<file path="config.mk">
export PLATFORM = sky130hd
export DESIGN_NAME = keyboard_scan_code_encoder
export DESIGN_NICKNAME = d
export VERILOG_FILES = /design/src/rtl/kbd_enc_pkg.sv /design/src/rtl/keyboard_scan_code_encoder.sv /design/src/rtl/kbd_enc_keystate.sv /design/src/rtl/kbd_enc_outq.sv
export VERILOG_INCLUDE_DIRS = /design/src /design/src/rtl
export SDC_FILE = /design/constraint.sdc
export NUM_CORES = 1
export LEC_CHECK = 0
export BUFFER_PORTS_ARGS = -buffer_cell sky130_fd_sc_hd__buf_2
export CAP_MARGIN = 10
export CORE_ASPECT_RATIO = 1.2
export CORE_MARGIN = 8
export CORE_UTILIZATION = 33
export DETAILED_ROUTE_END_ITERATION = 6
export HOLD_SLACK_MARGIN = 0.06
export PLACE_DENSITY = 0.61
export SLEW_MARGIN = 20
export SYNTH_ARGS = -nofsm -noshare
export SYNTH_HDL_FRONTEND = slang
export SYNTH_SLANG_ARGS = --single-unit
export TNS_END_PERCENT = 30
</file>
<file path="constraint.sdc">
create_clock -name clk -period 3.57 [get_ports clk]
set_input_delay 0.8925 -clock clk [delete_from_list [all_inputs] [get_ports clk]]
set_output_delay 0.8925 -clock clk [all_outputs]
set_load 0.01 [all_outputs]
</file>
<file path="src/rtl/keyboard_scan_code_encoder_defines.svh">
// Assertion macros for the keyboard scan code encoder.
// Used by the top level; expects signals clk and arst_n in scope.
`ifndef KEYBOARD_SCAN_CODE_ENCODER_DEFINES_SVH
`define KEYBOARD_SCAN_CODE_ENCODER_DEFINES_SVH

// Same-cycle implication, checked out of reset.
`define KSCE_ASSERT_SAME(lbl, ante, cons, msg) \
	lbl: assert property (@(posedge clk) disable iff (!arst_n) (ante) |-> (cons)) \
		else $error(msg);

// Next-cycle implication, checked out of reset.
`define KSCE_ASSERT_NEXT(lbl, ante, cons, msg) \
	lbl: assert property (@(posedge clk) disable iff (!arst_n) (ante) |=> (cons)) \
		else $error(msg);

`endif

</file>
<file path="src/rtl/kbd_enc_pkg.sv">
// Package for the keyboard scan code encoder: types, codes and the scan ROM.
// No dependencies.
`default_nettype none

package kbd_enc_pkg;

	localparam logic       CmdPress   = 1'b0;
	localparam logic       CmdRelease = 1'b1;
	localparam logic [7:0] KeyCaps    = 8'h14;
	localparam logic [7:0] KeyKana    = 8'h15;
	localparam logic [6:0] ScanCaps   = 7'h71;
	localparam logic [6:0] ScanKana   = 7'h72;
	localparam logic [7:0] NoMap      = 8'hff;

	localparam int QDepth = 4;
	localparam int QPtrW  = $clog2(QDepth);
	localparam int QCntW  = $clog2(QDepth + 1);

	// One host key event.
	typedef struct packed {
		logic       repeat_req;
		logic [7:0] key_code;
		logic       command;
	} evt_t;

	// Bytes produced by one event; first_byte goes out first.
	typedef struct packed {
		logic [1:0] n_bytes;
		logic [7:0] first_byte;
		logic [7:0] second_byte;
	} res_t;

	// Output queue entry.
	typedef struct packed {
		logic       last;
		logic [7:0] scan_byte;
	} q_entry_t;

	// Host code to scan code; NoMap marks an unmapped code.
	function automatic logic [7:0] scan_rom(input logic [7:0] code);
		logic [7:0] v;
		case (code)
			8'h08: v = 8'h0e; 8'h09: v = 8'h0f; 8'h0d: v = 8'h1c;
			8'h10: v = 8'h70; 8'h11: v = 8'h74; 8'h12: v = 8'h73; 8'h13: v = 8'h60;
			8'h1b: v = 8'h00; 8'h1c: v = 8'h35; 8'h1d: v = 8'h51;
			8'h20: v = 8'h34; 8'h21: v = 8'h36; 8'h22: v = 8'h37; 8'h23: v = 8'h3f;
			8'h24: v = 8'h3e; 8'h25: v = 8'h3b; 8'h26: v = 8'h3a; 8'h27: v = 8'h3c;
			8'h28: v = 8'h3d; 8'h2d: v = 8'h38; 8'h2e: v = 8'h39;
			8'h30: v = 8'h0a; 8'h31: v = 8'h01; 8'h32: v = 8'h02; 8'h33: v = 8'h03;
			8'h34: v = 8'h04; 8'h35: v = 8'h05; 8'h36: v = 8'h06; 8'h37: v = 8'h07;
			8'h38: v = 8'h08; 8'h39: v = 8'h09;
			8'h40: v = 8'h0a; 8'h41: v = 8'h1d; 8'h42: v = 8'h2d; 8'h43: v = 8'h2b;
			8'h44: v = 8'h1f; 8'h45: v = 8'h12; 8'h46: v = 8'h20; 8'h47: v = 8'h21;
			8'h48: v = 8'h22; 8'h49: v = 8'h17; 8'h4a: v = 8'h23; 8'h4b: v = 8'h24;
			8'h4c: v = 8'h25; 8'h4d: v = 8'h2f; 8'h4e: v = 8'h2e; 8'h4f: v = 8'h18;
			8'h50: v = 8'h19; 8'h51: v = 8'h10; 8'h52: v = 8'h13; 8'h53: v = 8'h1e;
			8'h54: v = 8'h14; 8'h55: v = 8'h16; 8'h56: v = 8'h2c; 8'h57: v = 8'h11;
			8'h58: v = 8'h2a; 8'h59: v = 8'h15; 8'h5a: v = 8'h29;
			8'h60: v = 8'h4e; 8'h61: v = 8'h4a; 8'h62: v = 8'h4b; 8'h63: v = 8'h4c;
			8'h64: v = 8'h46; 8'h65: v = 8'h47; 8'h66: v = 8'h48; 8'h67: v = 8'h42;
			8'h68: v = 8'h43; 8'h69: v = 8'h44; 8'h6a: v = 8'h45; 8'h6b: v = 8'h49;
			8'h6d: v = 8'h40; 8'h6e: v = 8'h50; 8'h6f: v = 8'h41;
			8'h70: v = 8'h62; 8'h71: v = 8'h63; 8'h72: v = 8'h64; 8'h73: v = 8'h65;
			8'h74: v = 8'h66; 8'h75: v = 8'h67; 8'h76: v = 8'h68; 8'h77: v = 8'h69;
			8'h78: v = 8'h6a; 8'h79: v = 8'h6b; 8'h7a: v = 8'h60; 8'h7b: v = 8'h61;
			8'hba: v = 8'h27; 8'hbb: v = 8'h26; 8'hbc: v = 8'h30; 8'hbd: v = 8'h0b;
			8'hbe: v = 8'h31; 8'hbf: v = 8'h32;
			8'hc0: v = 8'h1a;
			8'hdb: v = 8'h1b; 8'hdc: v = 8'h0d; 8'hdd: v = 8'h28; 8'hde: v = 8'h0c;
			8'he2: v = 8'h33;
			default: v = NoMap;
		endcase
		return v;
	endfunction

endpackage

`default_nettype wire

</file>
<file path="src/rtl/keyboard_scan_code_encoder.sv">
// Keyboard scan code encoder, top level. An event is held in the input register, then
// resolved into the output queue, which offers its first byte on m_tdata. One event per
// cycle while each makes one byte at most and m_tready is high; two-byte events go out
// one byte per transfer. A full output queue stalls the input register; s_tready drops.
// Reset (arst_n low, asynchronous) clears both locks, the held-key map and the queue.
// Depends on kbd_enc_pkg, kbd_enc_keystate, kbd_enc_outq and the assertion macro header.
`default_nettype none
`include "keyboard_scan_code_encoder_defines.svh"

module keyboard_scan_code_encoder (
	input  wire logic       clk,
	input  wire logic       arst_n,
	// Event input
	input  wire logic       s_tvalid,
	output logic            s_tready,
	input  wire logic [7:0] s_tdata,   // [7:0] key_code
	input  wire logic [1:0] s_tuser,   // [0] command, [1] repeat_req
	// Scan byte output
	output logic            m_tvalid,
	input  wire logic       m_tready,
	output logic [7:0]      m_tdata,   // [7:0] scan_byte
	output logic            m_tlast    // final byte of the event
);
	import kbd_enc_pkg::*;

	// Input register stage
	evt_t evt_s1;
	logic valid_s1;

	res_t res;
	logic room;
	logic fire;
	logic s_xfer;

	// The event in the input register is resolved once the queue can take two bytes;
	// the held map and locks update at that same edge, so the next event sees them.
	assign fire     = valid_s1 && room;
	assign s_tready = !valid_s1 || room;
	assign s_xfer   = s_tvalid && s_tready;

	always_ff @(posedge clk or negedge arst_n) begin
		if (!arst_n) begin
			valid_s1 <= 1'b0;
		end else begin
			valid_s1 <= s_xfer || (valid_s1 && !fire);
		end
	end

	always_ff @(posedge clk) begin
		if (s_xfer) begin
			evt_s1 <= '{repeat_req: s_tuser[1], key_code: s_tdata, command: s_tuser[0]};
		end
	end

	kbd_enc_keystate u_keystate (
		.clk    (clk),
		.arst_n (arst_n),
		.evt    (evt_s1),
		.fire   (fire),
		.res    (res)
	);

	kbd_enc_outq u_outq (
		.clk      (clk),
		.arst_n   (arst_n),
		.res      (res),
		.push     (fire),
		.room     (room),
		.m_tvalid (m_tvalid),
		.m_tready (m_tready),
		.m_tdata  (m_tdata),
		.m_tlast  (m_tlast)
	);

	// A stalled event must hold in the input register.
	`KSCE_ASSERT_NEXT(a_stall_hold, valid_s1 && !room,
		valid_s1 && $stable(evt_s1), "stalled event lost")
	// A two-byte event is always a break followed by the make of the same key.
	`KSCE_ASSERT_SAME(a_pair_form, fire && res.n_bytes == 2'd2,
		res.first_byte == (res.second_byte | 8'h80) && !res.second_byte[7],
		"bad break/make pair")
	// Bytes written to the queue must be offered on the next cycle.
	`KSCE_ASSERT_NEXT(a_push_shows, fire && res.n_bytes != 2'd0, m_tvalid,
		"queued byte not offered")

endmodule

`default_nettype wire

</file>
<file path="src/rtl/kbd_enc_keystate.sv">
// Key state and byte generation: lock toggles, held-key map, scan ROM lookup.
// Depends on kbd_enc_pkg.
`default_nettype none

module kbd_enc_keystate (
	input  wire logic               clk,
	input  wire logic               arst_n,
	input  wire kbd_enc_pkg::evt_t  evt,
	input  wire logic               fire,   // commit this event's state change
	output kbd_enc_pkg::res_t       res
);
	import kbd_enc_pkg::*;

	logic         caps_q;
	logic         kana_q;
	logic [127:0] pressed_q;

	logic       is_press;
	logic       is_caps;
	logic       is_kana;
	logic [7:0] ent;
	logic [6:0] sc;
	logic       held;
	logic       mapped;

	assign is_press = (evt.command == CmdPress);
	assign is_caps  = is_press && (evt.key_code == KeyCaps);
	assign is_kana  = is_press && (evt.key_code == KeyKana);
	assign ent      = scan_rom(evt.key_code);
	assign sc       = ent[6:0];
	assign mapped   = (ent != NoMap);
	assign held     = pressed_q[sc];

	always_comb begin
		res.n_bytes     = 2'd0;
		res.first_byte  = {1'b1, sc};
		res.second_byte = {1'b0, sc};
		if (is_caps) begin
			res.n_bytes    = evt.repeat_req ? 2'd0 : 2'd1;
			res.first_byte = {caps_q, ScanCaps};   // break bit when lock goes off
		end else if (is_kana) begin
			res.n_bytes    = evt.repeat_req ? 2'd0 : 2'd1;
			res.first_byte = {kana_q, ScanKana};
		end else if (mapped) begin
			if (is_press) begin
				res.n_bytes    = held ? 2'd2 : 2'd1;
				res.first_byte = {held, sc};
			end else begin
				res.n_bytes    = held ? 2'd1 : 2'd0;
			end
		end
	end

	always_ff @(posedge clk or negedge arst_n) begin
		if (!arst_n) begin
			caps_q    <= 1'b0;
			kana_q    <= 1'b0;
			pressed_q <= '0;
		end else if (fire) begin
			if (is_caps) begin
				if (!evt.repeat_req) caps_q <= !caps_q;
			end else if (is_kana) begin
				if (!evt.repeat_req) kana_q <= !kana_q;
			end else if (mapped) begin
				pressed_q[sc] <= is_press;
			end
		end
	end

endmodule

`default_nettype wire

</file>
<file path="src/rtl/kbd_enc_outq.sv">
// Output byte queue: takes up to two bytes per event, sends one per transfer.
// Depends on kbd_enc_pkg.
`default_nettype none

module kbd_enc_outq (
	input  wire logic              clk,
	input  wire logic              arst_n,
	input  wire kbd_enc_pkg::res_t res,
	input  wire logic              push,     // res is written this cycle
	output logic                   room,     // space for two bytes
	output logic                   m_tvalid,
	input  wire logic              m_tready,
	output logic [7:0]             m_tdata,
	output logic                   m_tlast
);
	import kbd_enc_pkg::*;

	q_entry_t         mem_q [QDepth];
	logic [QPtrW-1:0] wr_ptr_q;
	logic [QPtrW-1:0] rd_ptr_q;
	logic [QCntW-1:0] cnt_q;

	logic             pop;
	logic [1:0]       n_push;
	logic [QPtrW-1:0] wr_ptr_nx;

	assign room      = (cnt_q <= QCntW'(QDepth - 2));
	assign m_tvalid  = (cnt_q != '0);
	assign m_tdata   = mem_q[rd_ptr_q].scan_byte;
	assign m_tlast   = mem_q[rd_ptr_q].last;
	assign pop       = m_tvalid && m_tready;
	assign n_push    = push ? res.n_bytes : 2'd0;
	assign wr_ptr_nx = wr_ptr_q + QPtrW'(1);

	always_ff @(posedge clk or negedge arst_n) begin
		if (!arst_n) begin
			wr_ptr_q <= '0;
			rd_ptr_q <= '0;
			cnt_q    <= '0;
		end else begin
			wr_ptr_q <= wr_ptr_q + QPtrW'(n_push);
			if (pop) rd_ptr_q <= rd_ptr_q + QPtrW'(1);
			cnt_q <= cnt_q + QCntW'(n_push) - QCntW'(pop);
		end
	end

	// Payload, no reset
	always_ff @(posedge clk) begin
		if (n_push != 2'd0) begin
			mem_q[wr_ptr_q] <= '{last: (n_push == 2'd1), scan_byte: res.first_byte};
		end
		if (n_push == 2'd2) begin
			mem_q[wr_ptr_nx] <= '{last: 1'b1, scan_byte: res.second_byte};
		end
	end

endmodule

`default_nettype wire
</file>
=== Word level (Yosys, flattened, before mapping) ===
Memory sizes are Yosys's and may differ from the RTL's. A register that Yosys moved wholly into a read port is not among the register bits.
Index checks and enable logic that the tools add are counted.

* Register bits: 148
* RAM bits: 36
* Memory bits (read-only): 2,048
* Bits of input ports: 14
* Logic and storage cells: 66
* Memories kept: 2

{| class="wikitable"
|+ Memories
! name !! depth !! bits a word !! rd ports !! clocked after Yosys merged registers in !! wr ports !! RTL line !! source
|-
| (no name shown) || 256 || 8 || 1 || 1 || 0 || kbd_enc_pkg.sv:42 || <nowiki>case (code)</nowiki>
|-
| u_outq.mem_q || 4 || 9 || 1 || 0 || 2 || kbd_enc_outq.sv:18 || <nowiki>q_entry_t mem_q [QDepth];</nowiki>
|}

* $add $sub $neg: 5
* Order comparisons: 3
* Eq/ne operators: 5
* Muxes and demuxes: 19
* Bitwise gates (word level): 4
* Reductions and logical operators: 18

{| class="wikitable"
|+ Operators with widths
! cell !! count
|-
| 128-bit bitwise mux || 1
|-
| 10-bit two-way mux || 3
|-
| 8-bit by 5-bit == test with 1-bit output (second input constant) || 2
|-
| 8-bit two-way mux || 2
|-
| 7-bit by 8-bit less-than comparator with 1-bit output (second input constant) || 1
|-
| 1-bit two-way mux || 8
|-
| 8-bit inequality test (second input constant) || 1
|-
| 4-bit AND reduction || 2
|-
| 1-bit binary-select mux with 7-bit select || 1
|-
| 1-bit demux with 7-bit select || 1
|-
| 7-bit by 1-bit >= comparator with 1-bit output (second input constant) || 1
|-
| 1-bit logical AND || 7
|-
| 2-bit two-way mux || 3
|-
| 2-bit by 1-bit adder with 2-bit output (second input constant) || 2
|-
| 1-bit logical NOT || 4
|-
| 1-bit NOT || 4
|-
| 3-bit by 2-bit adder with 3-bit output || 1
|-
| 3-bit by 2-bit less-or-equal comparator with 1-bit output (second input constant) || 1
|-
| 3-bit AND reduction || 1
|-
| 3-bit nonzero test || 1
|-
| 3-bit by 1-bit subtractor with 3-bit output || 1
|-
| 2-bit adder || 1
|-
| 2-bit by 1-bit == test with 1-bit output (second input constant) || 1
|-
| 2-bit == test (second input constant) || 1
|-
| other kinds (2) || 3
|}

=== Longest topological paths before layout ===
* Word-level depth: 11
* Gate-level depth with buffers: 18

=== Cells and area by module ===
From an unflattened synthesis, not the netlist that was laid out.

* Cells, all modules: 1,066
* Area total of the unflattened synthesis: 10,611.4 um2

{| class="wikitable"
|+ Modules (own cells, without submodules)
! module !! instances !! cells each !! area each (um2)
|-
| kbd_enc_keystate || 1 || 904 || 8,067.7
|-
| kbd_enc_outq || 1 || 147 || 2,183.3
|-
| keyboard_scan_code_encoder || 1 || 15 || 360.3
|}

=== Worst setup path after synthesis ===
OpenSTA, ideal clock, no wires.

* Path kind: register -> register
* Start: register, netlist name u_keystate.ent[0]
* End: memory u_outq.mem_q[1][0] (netlist name), enable pin
* Arrival: 3.415 ns
* Required time: 3.251 ns
* Path slack: -0.164 ns
* Cell stages (with the launch flop): 18
* Buffers on the path: 4
* Cells stage by stage: dfxtp_1 > clkbuf_1 > buf_2 > nor3b_1 > buf_2 > a22oi_1 > nand4_1 > nor2_1 > o311a_1 > a31oi_1 > o221a_2 > ha_1 > nand3_1 > nor4b_1 > mux2i_1 > or2_1 > clkbuf_1 > inv_1

{| class="wikitable"
|+ RTL lines
! item !! RTL line
|-
| end, declared || kbd_enc_outq.sv:18
|}

==> impl_metrics.csv <==
group,metric,value,unit
cells_and_area,multi_input_area,5772,µm²
routing,via_count,9876,
die,initial_core_util,33.32,%
die,coreArea,32880,µm²
setup_path,critPathTopFamily,"compound AO/OA/AOI/OAI gates",
yosys,netlist_instances,1152,
clocking,cts_buffers,17,
clocking,h-tree-depth,4,
sta,skew,0.01218,ns
sta,max_freq,0.2770,GHz
yosys,syn-num-nets,1182,
cells_and_area,regArea,4926,µm²
yosys,ys_types,90,
routing,wl,34.45,mm
setup_path,r2r_slack,-0.04,ns
global_route,antenna_found_initial,0,
cells_and_area,syn_to_final_growth,23.28,%
setup_path,endpoint_kind,"register",
global_route,grt_pass1_vias,9800,
yosys,synth_area,10960,µm²
power,power_switching,5077,µW
power,p_sw_share,41.98,%
cells_and_area,nFillCells,3151,
cells_and_area,fin_nets,1278,
clocking,cts_tree,"built",
yosys,synth_warnings,0,
power,p_comb_share,52.6,%
die,io_pins,25,
clocking,clock_sinks,192,
placed_design,globalplace.congestion,0.9192,
sta,timing.final.crit_share,101.1,%
setup_path,crit_fanout,7,
sta,period_needed,3.610,ns
global_route,grt_start_max_net_pins,92,
routing,drc,0,
job,drv_cap,0,
setup_path,slowest_stage,"dfxtp_4",
routing,wire_per_inst,20.59,µm
yosys,synth.top_cell.area_share,31.52,%
die,fp.dieH,215.6,µm
sta,rsz0062_at_grt,"yes",
yosys,async_flop_share,71.88,%
power,powerDensity,895.4,nW/µm²
placed_design,placedCellCount,1617,
run_status,status,"finished, violations left",
yosys,synth.area.top_cells,"dfrtp_1 32%, edfxtp_1 10%, o31ai_1 6.4%, o21ai_0 5.7%, a31oi_1 3.3%",
sta,slew_headroom,36.65,%
die,num_rows,73,
cells_and_area,layout-drive-gt1-share,25.22,%
setup_path,critPathKind,"register to register",
die,die_area,39310,µm²
global_route,grt_first_pass_wirelength,54.82,mm
power,internal_power,7016,µW
clocking,clkTransAtPathRegs,0.07,ns
yosys,ys_seq_area_share,44.86,%
yosys,ys.flop_type,"dfrtp_1",
die,dieWidth,182.3,µm
yosys,synth-seq-cells,192,
sta,worst_slew_pin_slew,0.9503,ns
power,seq_power_share,30.3,%
routing,detail_route.first_pass.iterations,6,
sta,finalSetupTns,-0.7554,ns
routing,viasPerCell,5.903,
run_status,violations,"setup timing",
sta,finalMaxSlewViolations,0,
placed_design,numPortBuffers,24,
cells_and_area,n_antenna_cell,0,
min_path,hold_class,"primary input to asynchronous set/reset pin",
placed_design,place_ws,-0.3196,ns
setup_path,worstPathRequired,3.89,ns
routing,drt_iter0_markers,1057,
setup_path,worst-path-buf-inv,3,
power,p_leak,0.005493,µW
yosys,synth_edf_count,38,
clocking,clk_latency,0.46,ns
setup_path,path_cells,"buf_6 -> and3b_2 -> buf_4 -> a22oi_1 -> nand4_1 -> o211ai_1 -> o31ai_4 -> o221ai_4 -> ha_4 -> nor2b_4 -> nor3_2 -> o21a_2 -> mux2i_1 -> or2_4 -> buf_12 -> nor2_1",
setup_path,critPathLaunchType,"register",
global_route,grt_remaining_overflow,0,
yosys,synth_top_area_cell,"dfrtp_1",
global_route,track_usage,17.60,%
placed_design,dp_hpwl,24.48,mm
power,power,12090,µW
sta,setup_ws,-0.03957,ns
setup_path,worstPathArrival,3.93,ns
setup_path,critPathMaxStageDelay,0.37,ns
power,pwr-share-clk,17.2,%
clocking,cts_root_buf,"clkbuf_16",
clocking,clk_path_buf_depth,2,
cells_and_area,fin_cells,1673,
sta,setup_viol,40,
routing,ant_nets,0,
sta,hold_viol_final,0,
yosys,synth_area_per_cell,9.510,µm²
power,max-vdd-ir-drop,0.3534,mV
==> final timing paths <==
kind / startpoint / cells past startpoint / endpoint
min in group clk: u_outq.mem_q[3][8] / 2 / u_outq.mem_q[3][8]
min: arst_n / 1 / u_keystate.pressed_q[68]
max reg2reg: u_keystate.ent[0] / 16 / u_outq.mem_q[1][0]
max: u_keystate.ent[0] / 16 / u_outq.mem_q[1][0]
max in group asynchronous: arst_n / 2 / u_keystate.pressed_q[56]
min reg2reg: u_outq.mem_q[3][8] / 2 / u_outq.mem_q[3][8]
==> power groups by stage <==
stage | logic, µW | clock network (µW) | registers [µW]
finish | 6360 | 2080 | 3660
global route | 6880 | 2180 | 3740
CTS | 5870 | 2110 | 3640
detailed placement | 5630 | 0 | 3650
global placement | 5580 | 0 | 3650
floorplan | 3610 | 0 | 3300
==> state kept, by name, indices dropped and copies added, names as in the netlist <==
signal                cells
u_keystate.ent            8
u_outq.wr_ptr_q           2
u_keystate.kana_q         1
valid_s1                  1
u_keystate.caps_q         1
u_keystate.pressed_q    128
u_outq.cnt_q              3
u_outq.rd_ptr_q           2
u_outq.mem_q             36
evt_s1                   10
==> layout by cell type, fill, tap and decap left out, drive strengths merged, types with 6 or more instances in the layout <==
master,synthesis,final
a211oi,9,9
a21oi,69,69
a221oi,17,17
a22o,8,8
a22oi,28,28
a31oi,57,57
and2,8,8
and3,17,17
buf,27,189
clkbuf,85,25
dfrtp,138,138
dfxtp,16,16
edfxtp,38,38
ha,15,15
inv,24,24
mux2,13,13
mux2i,15,15
mux4,9,9
nand2,72,72
nand2b,10,10
nand3,21,21
nand4,11,11
nor2,78,78
nor2b,9,9
nor3,22,22
nor3b,7,7
o211ai,11,11
o21ai,129,129
o31ai,94,94
or3,7,7
xnor2,6,6
==> cells in the mapped netlist, drive strengths merged (3+ instances only) <==
master     n
dfrtp    138
o21ai    129
o31ai     94
clkbuf    85
nor2      78
nand2     72
a21oi     69
a31oi     57
edfxtp    38
a22oi     28
buf       27
inv       24
nor3      22
nand3     21
a221oi    17
and3      17
dfxtp     16
ha        15
mux2i     15
mux2      13
nand4     11
o211ai    11
nand2b    10
a211oi     9
mux4       9
nor2b      9
a22o       8
and2       8
nor3b      7
or3        7
xnor2      6
a221o      5
and3b      5
o2111ai    5
o311ai     5
xor2       5
a2111oi    4
a21boi     4
a32o       4
a32oi      4
nor4       3
o221ai     3
==> cell families after synthesis <==
kind of cell | count (synthesis) | share of synthesized area, %
compound gates | 478 | 28.76
simple gates | 282 | 13.48
flops | 192 | 44.86
buf+inv | 136 | 5.356
mux | 37 | 4.774
fa+ha+maj | 16 | 1.896
xor+xnor | 11 | 0.8794
==> metal layers <==
metal  up-vias  share of wire (%)  routed length, µm  GRT usage [%]
met4         0                4.6               1573          9.743
li1       4606                  -                  -              -
met1      4798                 41              14110          20.70
met2       364                 50              17120          30.17
met3       108                4.8               1656          2.857
met5         -                  0                  0              0
==> per-stage QoR <==
stage / hold slack (ns) / util (%) / area [µm²]
after floorplan: 0.4335 / - / 10970
after global placement: 0.4530 / 37.33 / 12270
after detailed placement: 0.4683 / 37.33 / 12270
after CTS: 0.4455 / 39.97 / 13140
after global routing: 0.4735 / 41.07 / 13510
final: 0.4216 / 41.07 / 13510
==> area by class of cell <==
type	count	share of cell area [%]
clock inverter	7	0.8894
inverter	24	0.8153
clock buffer	25	3.910
multi-input combinational	824	42.74
tap	412	3.817
timing repair buffer	189	11.36
sequential	192	36.47
==> what timing repair did <==
action,CTS,global route
hold buffers,0,0
endpoints found under the setup margin,64,65
setup buffers,8,17
resized for setup,38,64
gates cloned,1,0
pin swaps,9,23
Power figures use the tool's default switching activity.
